[src/rtl/lwpf_pkg.sv]
// ----------------------------------------------------------------------------
// lwpf_pkg
// Shared types and constants of the LCD window/pixel formatter.
// ----------------------------------------------------------------------------
package lwpf_pkg;

  // Display controller command bytes
  localparam logic [7:0] CMD_COLUMN   = 8'h2A;
  localparam logic [7:0] CMD_ROW      = 8'h2B;
  localparam logic [7:0] CMD_WRITE    = 8'h2C;
  localparam logic [7:0] CMD_CONTRAST = 8'h25;

  localparam logic [6:0] CONTRAST_MASK = 7'h7F;

  // Configuration register widths and reset values
  localparam int unsigned FRAME_W_BITS = 9;
  localparam logic                    PIXEL_MODE_RESET  = 1'b1;
  localparam logic [FRAME_W_BITS-1:0] FRAME_WIDTH_RESET = 9'd98;

  // Depth of the queue between front and back
  localparam int unsigned QUEUE_DEPTH_DEFAULT = 4;

  typedef enum logic [1:0] {
    KIND_WINDOW   = 2'd0,
    KIND_PIXEL    = 2'd1,
    KIND_CONTRAST = 2'd2
  } kind_t;

  typedef enum logic [1:0] {
    REG_PIXEL_MODE  = 2'd0,
    REG_FRAME_WIDTH = 2'd1
  } reg_idx_t;

  // Work unit handed from the front to the back
  typedef enum logic [1:0] {
    OP_WINDOW   = 2'd0,
    OP_PIXEL8   = 2'd1,
    OP_PAIR     = 2'd2,
    OP_CONTRAST = 2'd3
  } op_t;

  typedef struct packed {
    op_t        op;
    logic [7:0] b0;
    logic [7:0] b1;
    logic [7:0] b2;
    logic [7:0] b3;
  } cmd_t;

endpackage

[src/rtl/lwpf_front.sv]
// ----------------------------------------------------------------------------
// lwpf_front
// Accepts requests, keeps configuration and pixel pairing state, and turns
// each request into at most one work unit for the back end.
// ----------------------------------------------------------------------------
module lwpf_front (
  input  logic                              clk,
  input  logic                              rst,
  input  logic                              push,
  input  logic [1:0]                        kind,
  input  logic [7:0]                        x_start,
  input  logic [7:0]                        y_start,
  input  logic [7:0]                        x_end,
  input  logic [7:0]                        y_end,
  input  logic [11:0]                       pixel,
  input  logic [7:0]                        contrast,
  input  logic                              cfg_valid,
  input  logic [1:0]                        cfg_index,
  input  logic [lwpf_pkg::FRAME_W_BITS-1:0] cfg_data,
  output logic                              q_push,
  output lwpf_pkg::cmd_t                    q_data,
  input  logic                              q_full
);
  import lwpf_pkg::*;

  logic                    pixel_mode;
  logic [FRAME_W_BITS-1:0] frame_width;
  logic [11:0]             held_pixel;
  logic                    pair_half;

  logic                    accept;
  logic [7:0]              xs_adj;
  logic [7:0]              xe_adj;
  logic [FRAME_W_BITS-1:0] xe_inc;

  assign accept = push && !q_full;
  assign xe_inc = {1'b0, x_end} + 9'd1;

  // 12-bit mode wants an odd end column: widen right, or move start left
  always_comb begin
    xs_adj = x_start;
    xe_adj = x_end;
    if (pixel_mode && !x_end[0]) begin
      if (xe_inc < frame_width) begin
        xe_adj = x_end + 8'd1;
      end else if (x_start != 8'd0) begin
        xs_adj = x_start - 8'd1;
      end
    end
  end

  always_comb begin
    q_push  = 1'b0;
    q_data  = '{op: OP_PIXEL8, b0: 8'd0, b1: 8'd0, b2: 8'd0, b3: 8'd0};
    case (kind)
      KIND_WINDOW: begin
        q_push = accept;
        q_data = '{op: OP_WINDOW, b0: xs_adj, b1: xe_adj, b2: y_start, b3: y_end};
      end
      KIND_PIXEL: begin
        if (pixel_mode) begin
          q_push = accept && pair_half;
          q_data = '{op: OP_PAIR, b0: held_pixel[11:4],
                     b1: {held_pixel[3:0], pixel[11:8]}, b2: pixel[7:0], b3: 8'd0};
        end else begin
          q_push = accept;
          q_data.b0 = pixel[7:0];
        end
      end
      KIND_CONTRAST: begin
        q_push = accept;
        q_data = '{op: OP_CONTRAST, b0: {1'b0, contrast[6:0] & CONTRAST_MASK},
                   b1: 8'd0, b2: 8'd0, b3: 8'd0};
      end
      default: begin
        q_push = 1'b0;
      end
    endcase
  end

  always_ff @(posedge clk) begin
    if (rst) begin
      pixel_mode  <= PIXEL_MODE_RESET;
      frame_width <= FRAME_WIDTH_RESET;
      pair_half   <= 1'b0;
    end else begin
      // A mode write drops a held pixel; otherwise a window drops it and a
      // 12-bit pixel flips the pair phase
      if (cfg_valid && cfg_index == REG_PIXEL_MODE) begin
        pair_half <= 1'b0;
      end else if (accept && kind == KIND_WINDOW) begin
        pair_half <= 1'b0;
      end else if (accept && kind == KIND_PIXEL && pixel_mode) begin
        pair_half <= !pair_half;
      end
      if (cfg_valid) begin
        case (cfg_index)
          REG_PIXEL_MODE: begin
            pixel_mode <= cfg_data[0];
          end
          REG_FRAME_WIDTH: begin
            frame_width <= cfg_data;
          end
          default: begin
            frame_width <= frame_width;
          end
        endcase
      end
    end
  end

  // Hold the first pixel of a pair
  always_ff @(posedge clk) begin
    if (accept && kind == KIND_PIXEL && pixel_mode && !pair_half) begin
      held_pixel <= pixel;
    end
  end

endmodule

[src/rtl/lwpf_queue.sv]
// ----------------------------------------------------------------------------
// lwpf_queue
// Small register queue of work units between front and back.
// ----------------------------------------------------------------------------
module lwpf_queue #(
  parameter int unsigned DEPTH = lwpf_pkg::QUEUE_DEPTH_DEFAULT
) (
  input  logic           clk,
  input  logic           rst,
  input  logic           wr,
  input  lwpf_pkg::cmd_t wr_data,
  output logic           q_full,
  input  logic           rd,
  output lwpf_pkg::cmd_t rd_data,
  output logic           q_empty
);
  import lwpf_pkg::*;

  localparam int unsigned PTR_W = (DEPTH > 1) ? $clog2(DEPTH) : 1;
  localparam int unsigned CNT_W = $clog2(DEPTH + 1);

  cmd_t             entries [DEPTH];
  logic [PTR_W-1:0] wr_ptr;
  logic [PTR_W-1:0] rd_ptr;
  logic [CNT_W-1:0] count;
  logic             do_wr;
  logic             do_rd;

  assign q_full  = (count == CNT_W'(DEPTH));
  assign q_empty = (count == '0);
  assign do_wr   = wr && !q_full;
  assign do_rd   = rd && !q_empty;
  assign rd_data = entries[rd_ptr];

  always_ff @(posedge clk) begin
    if (rst) begin
      wr_ptr <= '0;
      rd_ptr <= '0;
      count  <= '0;
    end else begin
      if (do_wr) begin
        wr_ptr <= (wr_ptr == PTR_W'(DEPTH - 1)) ? '0 : wr_ptr + PTR_W'(1);
      end
      if (do_rd) begin
        rd_ptr <= (rd_ptr == PTR_W'(DEPTH - 1)) ? '0 : rd_ptr + PTR_W'(1);
      end
      if (do_wr && !do_rd) begin
        count <= count + CNT_W'(1);
      end else if (do_rd && !do_wr) begin
        count <= count - CNT_W'(1);
      end
    end
  end

  always_ff @(posedge clk) begin
    if (do_wr) begin
      entries[wr_ptr] <= wr_data;
    end
  end

endmodule

[src/rtl/lwpf_back.sv]
// ----------------------------------------------------------------------------
// lwpf_back
// Expands work units into 9-bit link words, one per cycle while the output
// register is empty or being popped, and holds each word in that register.
// ----------------------------------------------------------------------------
module lwpf_back (
  input  logic           clk,
  input  logic           rst,
  input  lwpf_pkg::cmd_t head,
  input  logic           q_empty,
  output logic           q_pop,
  output logic           empty,
  input  logic           pop,
  output logic           is_data,
  output logic [7:0]     byte_out,
  output logic           last
);
  import lwpf_pkg::*;

  logic       out_valid;
  logic [2:0] step;
  logic       load;
  logic       advance;
  logic       w_data;
  logic [7:0] w_byte;
  logic       w_last;

  assign empty   = !out_valid;
  assign load    = !out_valid || pop;
  assign advance = load && !q_empty;
  assign q_pop   = advance && w_last;

  always_comb begin
    w_data = 1'b1;
    w_byte = head.b0;
    w_last = 1'b0;
    case (head.op)
      OP_WINDOW: begin
        case (step)
          3'd0: begin w_data = 1'b0; w_byte = CMD_COLUMN; end
          3'd1: w_byte = head.b0;
          3'd2: w_byte = head.b1;
          3'd3: begin w_data = 1'b0; w_byte = CMD_ROW; end
          3'd4: w_byte = head.b2;
          3'd5: w_byte = head.b3;
          default: begin w_data = 1'b0; w_byte = CMD_WRITE; w_last = 1'b1; end
        endcase
      end
      OP_PAIR: begin
        case (step)
          3'd0: w_byte = head.b0;
          3'd1: w_byte = head.b1;
          default: begin w_byte = head.b2; w_last = 1'b1; end
        endcase
      end
      OP_CONTRAST: begin
        if (step == 3'd0) begin
          w_data = 1'b0;
          w_byte = CMD_CONTRAST;
        end else begin
          w_last = 1'b1;
        end
      end
      default: begin
        w_last = 1'b1;
      end
    endcase
  end

  always_ff @(posedge clk) begin
    if (rst) begin
      out_valid <= 1'b0;
      step      <= '0;
    end else if (advance) begin
      out_valid <= 1'b1;
      step      <= w_last ? 3'd0 : step + 3'd1;
    end else if (pop && out_valid) begin
      out_valid <= 1'b0;
    end
  end

  always_ff @(posedge clk) begin
    if (advance) begin
      is_data  <= w_data;
      byte_out <= w_byte;
      last     <= w_last;
    end
  end

endmodule

[src/rtl/lcd_window_pixel_formatter.sv]
// ----------------------------------------------------------------------------
// lcd_window_pixel_formatter
// Turns window, pixel and contrast requests into 9-bit serial LCD words.
// ----------------------------------------------------------------------------
// Usage:
//   Requests enter through a queue-style port: an item is taken at a clock
//   edge with push high and full low. Results leave the same way: while empty
//   is low the oldest word (is_data, byte_out, last) is shown, and pop takes it.
//   last marks the final word caused by one request.
//   A window gives seven words, a contrast request two, an 8-bit pixel one,
//   and in 12-bit mode every second pixel gives three words (the first only
//   is held). Words leave at one per cycle while the receiver keeps popping
//   them, and a request holds the back end's word sequencer until all its
//   words are loaded. The first word passes through the queue, where the work
//   unit lands at the accepting edge, and is then loaded into the output register.
//   Requests keep being taken while fewer than QUEUE_DEPTH work units wait,
//   so a stalled receiver fills the queue first and then raises full.
//   Configuration: cfg_valid/cfg_ready with cfg_index (0 pixel_mode,
//   1 frame_width) and cfg_data; write only while the block is idle. Writing
//   pixel_mode drops a held pixel.
//   Reset (rst, synchronous) empties the queue and output register and
//   restores 12-bit mode with a frame width of 98.
// ----------------------------------------------------------------------------
module lcd_window_pixel_formatter #(
  parameter int unsigned QUEUE_DEPTH = lwpf_pkg::QUEUE_DEPTH_DEFAULT
) (
  input  logic                              clk,
  input  logic                              rst,
  // request side
  input  logic                              push,
  output logic                              full,
  input  logic [1:0]                        kind,
  input  logic [7:0]                        x_start,
  input  logic [7:0]                        y_start,
  input  logic [7:0]                        x_end,
  input  logic [7:0]                        y_end,
  input  logic [11:0]                       pixel,
  input  logic [7:0]                        contrast,
  // configuration
  input  logic                              cfg_valid,
  output logic                              cfg_ready,
  input  logic [1:0]                        cfg_index,
  input  logic [lwpf_pkg::FRAME_W_BITS-1:0] cfg_data,
  // word side
  output logic                              empty,
  input  logic                              pop,
  output logic                              is_data,
  output logic [7:0]                        byte_out,
  output logic                              last
);
  import lwpf_pkg::*;

  logic q_push;
  cmd_t q_wdata;
  logic q_full;
  logic q_pop;
  cmd_t q_head;
  logic q_empty;

  // Registers are always writable
  assign cfg_ready = 1'b1;
  assign full      = q_full;

  // Front: classify requests, pair pixels, adjust windows
  lwpf_front u_front (
    .clk       (clk),
    .rst       (rst),
    .push      (push),
    .kind      (kind),
    .x_start   (x_start),
    .y_start   (y_start),
    .x_end     (x_end),
    .y_end     (y_end),
    .pixel     (pixel),
    .contrast  (contrast),
    .cfg_valid (cfg_valid),
    .cfg_index (cfg_index),
    .cfg_data  (cfg_data),
    .q_push    (q_push),
    .q_data    (q_wdata),
    .q_full    (q_full)
  );

  // Decouple the front from the word sequencer
  lwpf_queue #(
    .DEPTH (QUEUE_DEPTH)
  ) u_queue (
    .clk     (clk),
    .rst     (rst),
    .wr      (q_push),
    .wr_data (q_wdata),
    .q_full  (q_full),
    .rd      (q_pop),
    .rd_data (q_head),
    .q_empty (q_empty)
  );

  // Back: emit one word per cycle into the output register while it is free or popped
  lwpf_back u_back (
    .clk      (clk),
    .rst      (rst),
    .head     (q_head),
    .q_empty  (q_empty),
    .q_pop    (q_pop),
    .empty    (empty),
    .pop      (pop),
    .is_data  (is_data),
    .byte_out (byte_out),
    .last     (last)
  );

endmodule

[config.mk]
export PLATFORM = sky130hd
export DESIGN_NAME = lcd_window_pixel_formatter
export DESIGN_NICKNAME = d
export VERILOG_FILES = /design/src/rtl/lwpf_pkg.sv /design/src/rtl/lwpf_front.sv /design/src/rtl/lwpf_queue.sv /design/src/rtl/lwpf_back.sv /design/src/rtl/lcd_window_pixel_formatter.sv
export SDC_FILE = /design/constraint.sdc
export NUM_CORES = 1
export LEC_CHECK = 0
export ABC_AREA = 1
export BUFFER_PORTS_ARGS = -buffer_cell sky130_fd_sc_hd__buf_4
export CAP_MARGIN = 30
export CORE_UTILIZATION = 45
export CTS_CLUSTER_DIAMETER = 200
export DETAILED_ROUTE_END_ITERATION = 8
export HOLD_SLACK_MARGIN = 0.1
export PLACE_DENSITY = 0.71
export SETUP_SLACK_MARGIN = 0.02
export SLEW_MARGIN = 20
export SYNTH_ARGS = -nofsm -noshare
export SYNTH_HDL_FRONTEND = slang
export SYNTH_SLANG_ARGS = --single-unit
[constraint.sdc]
create_clock -name clk -period 3.1 [get_ports clk]
set_input_delay 0.155 -clock clk [delete_from_list [all_inputs] [get_ports clk]]
set_output_delay 0.155 -clock clk [all_outputs]
set_load 0.05 [all_outputs]
==> impl_metrics.env, run 1 <==
export IMPL_slowest_delay_ns=0.45
export IMPL_syn_to_final_growth_pct=19.5
export IMPL_crit_chain="nand2_1 > a32oi_2 > inv_1 > ha_1 > inv_1 > nor2_1 > nor2_1 > nand3_1 > nand2_2 > ha_1 > inv_1 > fa_1 > nor2_1 > nor2_1 > nand2_1 > o21ai_0 > a21oi_1"
export IMPL_slew_violations=0
export IMPL_max_slew_worst_pin_slew_ns=0.786
export IMPL_antenna_found_initial=0
export IMPL_arrival_ns=3.07
export IMPL_status="complete, no violations"
export IMPL_rrSetupSlack_ns=0.40
export IMPL_die_h_um=143
export IMPL_syn_avg_cell_area_um2=9.30
export IMPL_dr_pass1_iters=5
export IMPL_row_count=51
export IMPL_port_buffers=80
export IMPL_setup_viol=0
export IMPL_total_power_mw=8.22
export IMPL_cp_num_buf_inv=3
export IMPL_crit_slowest_cell="dfxtp_2"
export IMPL_grt_pass1_vias=6589
export IMPL_place_congestion=0.937
export IMPL_min_path_type="in2reg"
export IMPL_antenna_cells=0
export IMPL_hold_violations=0
export IMPL_maxCapViolCount=0
export IMPL_netlist_area_um2=8980
export IMPL_drc_errors=0
export IMPL_htreeDepth=4
export IMPL_crit_fanout=11
export IMPL_clkTransAtPathRegs_ns=0.06
export IMPL_max_freq_mhz=370
export IMPL_async_flop_share_pct=0
export IMPL_cts_buffers_inserted=17
export IMPL_vias=6975
export IMPL_crit_path_end_kind="register"
export IMPL_place_ws_ns=0.325
export IMPL_setup_slack_ns=0.397
export IMPL_syn_nets=1062
export IMPL_cts_sinks=182
export IMPL_syn_inst=965
export IMPL_powerDensity_nw_per_um2=766
export IMPL_cts_root_buf="clkbuf_16"
export IMPL_ant_nets=0
export IMPL_die_w_um=143
export IMPL_utilization_pct=55.0
export IMPL_period_share_pct=87.2
export IMPL_vdd_drop_max_v=0.000504
export IMPL_dp_hpwl_um=14900
export IMPL_grt_max_degree=37
export IMPL_fin_crit_ns=2.70
export IMPL_wl_um=21800
export IMPL_p_leak_nw=4.54
export IMPL_synth_top_flop_cell="edfxtp_1"
export IMPL_fin_cells=1360
export IMPL_synth_edf_count=158
export IMPL_timing_setup_tns_ns=0
export IMPL_layout_drive_gt1_share_pct=13.2
export IMPL_grt_pass1_wl_um=34400
export IMPL_cp_required_ns=3.47
export IMPL_rsz0062_at_grt="no"
export IMPL_yosysWarnings=0
export IMPL_seq_area_frac_synth_pct=58.2
export IMPL_initial_core_util_pct=46.0
export IMPL_crit_family="adder cells"
export IMPL_synthDistinctLibCells=39
export IMPL_cp_start_kind="register"
export IMPL_skew_ns=0.00715
export IMPL_slew_headroom_pct=47.0
export IMPL_nets=1179
export IMPL_viasPerCell=5.13
export IMPL_clockBufferDepth=2
export IMPL_wl_per_cell_um=16.0
export IMPL_final_common_cell="nand2_1"
export IMPL_dieArea_um2=20500
export IMPL_final_cell_mix="nand2_1 (291), edfxtp_1 (158), nand3_1 (121)"
export IMPL_timing_critical_path_mode_cell="nor2_1"
export IMPL_synth_top_cell_by_area="edfxtp_1"
export IMPL_synthTopCellsByArea="edfxtp_1 (53%), nand2_1 (12%), nand3_1 (6.7%)"
export IMPL_yosys_register_bits=182
export IMPL_core_area_um2=19500
export IMPL_io_pins=83
export IMPL_dp_cells=1293
export IMPL_drt_iter0_drc=509
export IMPL_gr_usage_all_layers_pct=22.7
export IMPL_tritoncts="done"
export IMPL_synth_top_area_share_pct=52.8
export IMPL_clk_latency_ns=0.43
export IMPL_criticalPathCategory="reg2reg"
export IMPL_grt_overflow_total=0
area by class of cell:
cell class              instances  area (um^2)
flip-flops and latches        182         5230
clock buffers                  18          429
fillers                      1771         8800
inverters                     103          392
clock inverters                14         86.3
multi-input cells             644         3170
well taps                     265          332
repair buffers                134         1090
registers in the layout (all words and copies together) (netlist names), 2 cells and up, named ones only:
register,count
u_queue.count,3
u_front.frame_width,9
u_queue.rd_ptr,2
u_queue.wr_ptr,2
u_back.byte_out,8
u_queue.entries,136
u_back.step,3
u_front.held_pixel,12
path summary, 6_finish.rpt:
check | startpoint | cells past startpoint | endpoint
worst min register to register | u_front.frame_width[3] | 2 | u_front.frame_width[3]
worst max-delay path | register | 17 | u_queue.count[2]
worst min-delay path | pop | 4 | u_back.out_valid
worst max register to register | register | 17 | u_queue.count[2]
cell usage after synthesis, types with 3 or more instances:
cell        n
nand2_1   291
edfxtp_1  158
nand3_1   121
inv_1      97
nor2_1     67
o21ai_0    39
a21oi_1    31
ha_1       26
dfxtp_1    24
buf_2      14
nand4_1    12
o21ai_1    10
buf_4       8
clkbuf_1    8
buf_6       6
nor3_1      5
xor2_1      5
a211oi_1    4
a221oi_1    4
a22o_1      4
o211ai_1    4
o22ai_1     3
report_power, final:
group	total, mW	internal, mW	switching, mW
clock network	1.90	1.01	0.886
registers	3.14	3.01	0.131
logic	3.18	1.00	2.18
total	8.22	5.02	3.20
metal layers:
metal / GRT usage (%) / routed length [um] / vias to the layer above
met5: 0 / 0 / -
met4: 9.29 / 607 / 0
met3: 4.02 / 1340 / 43
met2: 36.8 / 10300 / 250
met1: 30.2 / 9520 / 3199
li1: - / - / 3483
worst min-delay path, delay by kind of cell:
| family | cells | cell delay [ns] |
|---|---|---|
| AO/OA/AOI/OAI | 1 | 0.15 |
| buffers and inverters | 2 | 0.14 |
| AND/OR/NAND/NOR | 1 | 0.05 |
cells by family after synthesis:
group,synth area share [%]
AND/OR/NAND/NOR,23.9
flip-flops,58.2
buffers and inverters,6.90
AO/OA/AOI/OAI,6.68
adder cells (fa/ha/maj),3.85
XOR/XNOR,0.488
other,0.0418
timing repair:
action	4_1_cts	5_1_grt
endpoints found under the hold margin	43	0
setup buffers	0	0
hold buffers	35	0
resized for setup	0	1
endpoints found under the setup margin	0	1
stage by stage:
stage                     area (um^2)  hold slack (ns)
after floorplan                  8980            0.233
after global placement           9860            0.350
after detailed placement         9860            0.356
after CTS                       10700            0.100
after global routing            10700            0.120
final                           10700            0.110
Power figures use the tool's default switching activity.
==> run 2, diff against run 1 <==
RECOVER_POWER = 50   (was unset)
clock period = 2.6 ns   (was 3.1 ns; I/O delays follow)
==> run 2 against run 1 <==
The flow now finishes with violations (DRC). Global-route usage grew 0.57 points. Clock power grew 53%. Via count grew 3.6%. Count of clock-buffer cells in the layout shrank 1. Sequential share of layout area shrank 1.9 points. Die area is the same. Sequential cell count is the same. Sequential power grew 19%. Register-to-register slack lost 0.28 ns. First-iteration DRC count grew 22%. Routed wire length grew 4.3%. Critical path type unchanged. Critical endpoint unchanged. Highest routed layer unchanged.
==> impl_metrics.env, run 2 (synthesized netlist as in run 1, its figures left out) <==
export IMPL_fin_crit_ns=2.49
export IMPL_viasPerCell=5.19
export IMPL_tritoncts="done"
export IMPL_crit_path_end_kind="register"
export IMPL_violations="DRC"
export IMPL_clk_latency_ns=0.43
export IMPL_cts_root_buf="clkbuf_16"
export IMPL_criticalPathCategory="reg2reg"
export IMPL_dp_hpwl_um=15700
export IMPL_status="finished with violations"
export IMPL_htreeDepth=4
export IMPL_powerDensity_nw_per_um2=962
export IMPL_timing_setup_tns_ns=0
export IMPL_wl_per_cell_um=16.3
export IMPL_io_pins=83
export IMPL_slew_headroom_pct=38.5
export IMPL_max_slew_worst_pin_slew_ns=0.922
export IMPL_nets=1212
export IMPL_final_common_cell="nand2_1"
export IMPL_row_count=51
export IMPL_rsz0062_at_grt="yes"
export IMPL_placed_area_um2=10100
export IMPL_drt_iter0_drc=621
export IMPL_arrival_ns=2.86
export IMPL_slew_violations=0
export IMPL_max_freq_mhz=402
export IMPL_p_sw_mw=4.01
export IMPL_grt_pass1_vias=6794
export IMPL_die_h_um=143
export IMPL_clockBufferDepth=2
export IMPL_fin_area_um2=11200
export IMPL_skew_ns=0.00729
export IMPL_pwr_share_seq_pct=34.8
export IMPL_r2r_cells=18
export IMPL_cp_required_ns=2.97
export IMPL_maxCapViolCount=0
export IMPL_timing_critical_path_mode_cell="nor2_1"
export IMPL_dieArea_um2=20500
export IMPL_hold_violations=0
export IMPL_min_path_type="in2reg"
export IMPL_dr_pass1_iters=8
export IMPL_vdd_drop_max_v=0.000539
export IMPL_crit_path_end="u_queue.count[2]"
export IMPL_core_area_um2=19500
export IMPL_period_share_pct=95.6
export IMPL_grt_overflow_total=0
export IMPL_grt_pass1_wl_um=35300
export IMPL_layout_drive_gt1_share_pct=14.6
export IMPL_slowest_delay_ns=0.40
export IMPL_cts_buffers_inserted=17
export IMPL_largest_reg_flops=136
export IMPL_drc_errors=1
export IMPL_gr_usage_all_layers_pct=23.3
export IMPL_die_w_um=143
export IMPL_port_buffers=80
export IMPL_cp_start_kind="register"
export IMPL_place_congestion=0.936
export IMPL_setup_viol=0
export IMPL_rrSetupSlack_ns=0.11
export IMPL_r2r_end="u_queue.count[2]"
export IMPL_vias=7226
export IMPL_swShare_pct=37.2
export IMPL_intPower_mw=6.76
export IMPL_crit_fanout=8
export IMPL_final_cell_mix="nand2_1 (287), edfxtp_1 (158), nand3_1 (120)"
export IMPL_syn_to_final_growth_pct=24.6
export IMPL_cts_sinks=182
export IMPL_crit_chain="inv_6 > nand2_1 > a32oi_2 > inv_2 > ha_4 > clkinv_4 > nor2_1 > nor2_1 > nand3_2 > nand2_2 > ha_4 > inv_2 > fa_2 > nor2_1 > nor2_1 > nand2_1 > o21ai_1 > a21oi_1"
export IMPL_grt_max_degree=35
export IMPL_antenna_cells=0
export IMPL_crit_slowest_cell="dfxtp_4"
export IMPL_regMostFlops="u_queue.entries"
export IMPL_p_leak_nw=4.69
export IMPL_ant_nets=0
export IMPL_wl_um=22700
export IMPL_power_frac_clock_pct=27.0
export IMPL_initial_core_util_pct=46.0
export IMPL_antenna_found_initial=0
export IMPL_largestRegisters="u_queue.entries: 136 flops, u_front.held_pixel: 12 flops, u_front.frame_width: 9 flops"
export IMPL_comb_power_share_pct=38.2
export IMPL_clkTransAtPathRegs_ns=0.07
==> run 2: worst min path at each step <==
stage          cells after the start    startpoint               endpoint
2_1_floorplan                      1           rst      u_queue.wr_ptr[0]
3_3_place_gp                       2           rst      u_queue.wr_ptr[0]
4_1_cts                            3      y_end[1]  u_queue.entries[0][1]
3_5_place_dp                       2           rst      u_queue.wr_ptr[0]
6_report                           3  cfg_index[1]      u_front.pair_half
5_1_grt                            3      y_end[1]  u_queue.entries[1][1]
==> run 2: layout make-up <==
class                           count  area [um^2]
Inverter                          103          404
Timing Repair Buffer              166         1290
Tap cell                          265          332
Fill cell                        1688         8340
Sequential cell                   182         5230
Timing Repair inverter              1         5.00
Clock inverter                     15          246
Clock buffer                       17          425
Multi-Input combinational cell    644         3260
==> run 2: timing repair <==
action / in CTS / in global routing
gates cloned: 0 / 1
resized for setup: 1 / 21
hold buffers: 41 / 0
pin swaps: 0 / 6
setup endpoints to repair: 1 / 6
hold endpoints to repair: 63 / 0
setup buffers: 0 / 6
==> run 2: layer usage <==
| layer | vias up | track usage (%) | part of all wire, % |
|---|---|---|---|
| li1 | 3546 | - | - |
| met1 | 3363 | 30.9 | 43 |
| met2 | 297 | 38.5 | 49 |
| met3 | 20 | 4.73 | 6.9 |
| met4 | 0 | 7.05 | 1.3 |
| met5 | - | 0 | 0 |
==> run 2: power groups by stage <==
stage | logic, mW | registers, mW | clock network (mW)
2_1_floorplan | 2.46 | 4.04 | 0
3_3_place_gp | 3.95 | 3.78 | 0
3_5_place_dp | 4.00 | 3.78 | 0
4_1_cts | 4.07 | 3.72 | 2.94
5_1_grt | 4.56 | 3.77 | 3.05
6_report | 4.11 | 3.74 | 2.91
==> run 2: worst max-delay path, delay by kind of cell (launching register included) <==
| kind | cells | cell delay, ns |
|---|---|---|
| AOI/OAI and AO/OA | 3 | 0.41 |
| and+or+nand+nor | 8 | 0.70 |
| DFF | 1 | 0.40 |
| buffers and inverters | 4 | 0.28 |
| adders and majority gates | 3 | 0.64 |
==> run 2: metrics by stage <==
step                      hold WS, ns  setup slack (ns)  power [mW]  util, %  cells
final                           0.102             0.114        10.8     57.3   1393
after global routing            0.117           -0.0459        11.4     57.3   1393
after CTS                       0.100            0.0669        10.7     57.3   1386
after detailed placement        0.321           -0.0301        7.78     51.7   1313
after global placement          0.320            0.0328        7.73     51.7   1313
after floorplan                 0.208           -0.0652        6.51        -    965
==> run 3, diff against run 2 <==
CTS_CLUSTER_DIAMETER = 30   (was 200)
PLACE_DENSITY = 0.74   (was 0.71)
REMOVE_ABC_BUFFERS = 1   (was unset)
clock period = 2.2 ns   (was 2.6 ns; I/O delays follow)
==> run 3 against run 2 <==
The run ends with setup timing left. Worst hold slack gained 0.0089 ns. Register-to-register slack lost 0.38 ns. Count of clock-buffer cells in the layout increased by 1. Routed wire length rose by 1.9%. Critical endpoint unchanged. Highest routed layer unchanged.
==> impl_metrics.env, run 3 (synthesized netlist as in run 1, its figures left out) <==
export IMPL_status="finished with violations"
export IMPL_violations="setup timing"
export IMPL_crit_path_end_kind="register"
export IMPL_fin_area_um2=11400
export IMPL_grt_overflow_total=0
export IMPL_dr_pass1_iters=5
export IMPL_die_w_um=143
export IMPL_total_power_mw=12.6
export IMPL_place_congestion=0.927
export IMPL_n_fill_cell=1673
export IMPL_setup_slack_ns=-0.270
export IMPL_wl_um=23100
export IMPL_syn_to_final_growth_pct=27.2
export IMPL_r2r_end="u_queue.count[2]"
export IMPL_drc_errors=0
export IMPL_powerDensity_nw_per_um2=1110
export IMPL_drt_iter0_drc=671
export IMPL_period_share_pct=112
export IMPL_cp_start_kind="register"
export IMPL_skew_ns=0.00799
export IMPL_min_to="u_front.pair_half"
export IMPL_vias=7436
export IMPL_ant_nets=0
export IMPL_final_cell_mix="nand2_1 (275), edfxtp_1 (158), buf_4 (125)"
export IMPL_viasPerCell=5.25
export IMPL_clkTransAtPathRegs_ns=0.07
export IMPL_rsz0062_at_grt="yes"
export IMPL_clk_latency_ns=0.44
export IMPL_dieArea_um2=20500
export IMPL_cts_buffers_inserted=17
export IMPL_slew_headroom_pct=45.7
export IMPL_clockBufferDepth=2
export IMPL_cts_sinks=182
export IMPL_min_from="cfg_index[0]"
export IMPL_port_buffers=80
export IMPL_grt_pass1_vias=6940
export IMPL_cp_required_ns=2.57
export IMPL_setup_viol=10
export IMPL_layout_drive_gt1_share_pct=19.8
export IMPL_io_pins=83
export IMPL_max_freq_mhz=405
export IMPL_timing_setup_tns_ns=-0.938
export IMPL_crit_fanout=7
export IMPL_initial_core_util_pct=46.0
export IMPL_grt_max_degree=64
export IMPL_placed_area_um2=10200
export IMPL_slew_violations=0
export IMPL_nets=1235
export IMPL_antenna_found_initial=0
export IMPL_htreeDepth=4
export IMPL_fin_crit_ns=2.47
export IMPL_final_common_cell="nand2_1"
export IMPL_place_ws_ns=-0.499
export IMPL_r2r_cells=18
export IMPL_regMostFlops="u_queue.entries"
export IMPL_maxCapViolCount=0
export IMPL_vdd_drop_max_v=0.000644
export IMPL_cts_root_buf="clkbuf_16"
export IMPL_core_area_um2=19500
export IMPL_tritoncts="done"
export IMPL_dp_hpwl_um=15400
export IMPL_criticalPathCategory="reg2reg"
export IMPL_hold_ws_ns=0.111
export IMPL_p_leak_nw=4.80
export IMPL_row_count=51
export IMPL_largest_reg_flops=136
export IMPL_gr_usage_all_layers_pct=23.2
export IMPL_arrival_ns=2.84
export IMPL_holdPathStages=3
export IMPL_min_path_type="in2reg"
export IMPL_hold_violations=0
export IMPL_antenna_cells=0
export IMPL_die_h_um=143
export IMPL_max_slew_worst_pin_slew_ns=0.806
export IMPL_largestRegisters="u_queue.entries: 136 flops, u_front.held_pixel: 12 flops, u_front.frame_width: 9 flops"
export IMPL_rrSetupSlack_ns=-0.27
export IMPL_wl_per_cell_um=16.3
export IMPL_grt_pass1_wl_um=35400
==> run 3: changes by cell type in the layout (fill, tap and decap cells not counted), sizes merged <==
| cell | previous run | this run |
|---|---|---|
| buf | 93 | 129 |
| dlygate4sd3 | 41 | 36 |
| nand3 | 123 | 124 |
| clkinvlp | 1 | 3 |
| clkbuf | 49 | 42 |
| bufinv | 6 | 2 |
| clkinv | 7 | 6 |
| inv | 105 | 106 |
==> run 3: worst max path at each step <==
stage                     startpoint                     end  slack, ns  depth (start not counted)
after floorplan             register        u_queue.count[1]      -1.68                         15
after global placement      register        u_queue.count[2]      -0.41                         17
after detailed placement    x_end[1]  u_queue.entries[2][24]      -0.50                         16
after CTS                   register        u_queue.count[2]      -0.29                         18
after global routing        register        u_queue.count[2]      -0.43                         18
final                       register        u_queue.count[2]      -0.27                         18
==> run 3: metrics by stage <==
step / util, % / instances
after global routing: 58.5 / 1416
after global placement: 52.1 / 1329
final: 58.5 / 1416
after floorplan: - / 929
after CTS: 57.7 / 1408
after detailed placement: 52.1 / 1329
==> run 3: cell type report <==
cell class,count,area (um^2),area share [%]
Sequential cell,182,5230,45.8
Multi-Input combinational cell,645,3390,29.7
Timing Repair Buffer,189,1470,12.9
Clock buffer,18,429,3.76
Inverter,103,397,3.47
Tap cell,265,332,2.90
Clock inverter,14,169,1.48
==> run 3: where the power goes <==
group	internal (mW)	switching (mW)	total (mW)
Combinational	1.79	3.36	5.16
Clock	1.71	1.36	3.07
Sequential	4.24	0.178	4.42
Total	7.74	4.91	12.6
==> run 3: layer usage <==
metal | global-route usage, % | part of all wire (%) | vias to the layer above
li1 | - | - | 3595
met2 | 38.1 | 48 | 310
met3 | 5.67 | 8.0 | 51
met5 | 0 | 0 | -
met4 | 9.18 | 2.7 | 0
met1 | 29.5 | 41 | 3480
==> run 3: what timing repair did <==
action                                 4_1_cts  5_1_grt
pin swaps                                   10       30
gates resized for setup                     18       49
endpoints found under the hold margin       69        0
buffers inserted                            11        7
cloned                                       0        1
setup endpoints to repair                   27       70
hold buffers                                36        0
==> run 3: worst max-delay path: stages (launching register included) <==
cell,delay (ns)
dfxtp_4,0.39
inv_6,0.09
nand2_2,0.06
a32oi_2,0.21
inv_2,0.09
ha_4,0.16
inv_2,0.06
nor2_2,0.05
nor2_2,0.13
nand3_2,0.13
nand2_4,0.11
ha_4,0.13
inv_2,0.04
fa_2,0.33
nor2_1,0.11
nor2_1,0.05
nand2_1,0.07
o21ai_1,0.07
a21oi_1,0.13
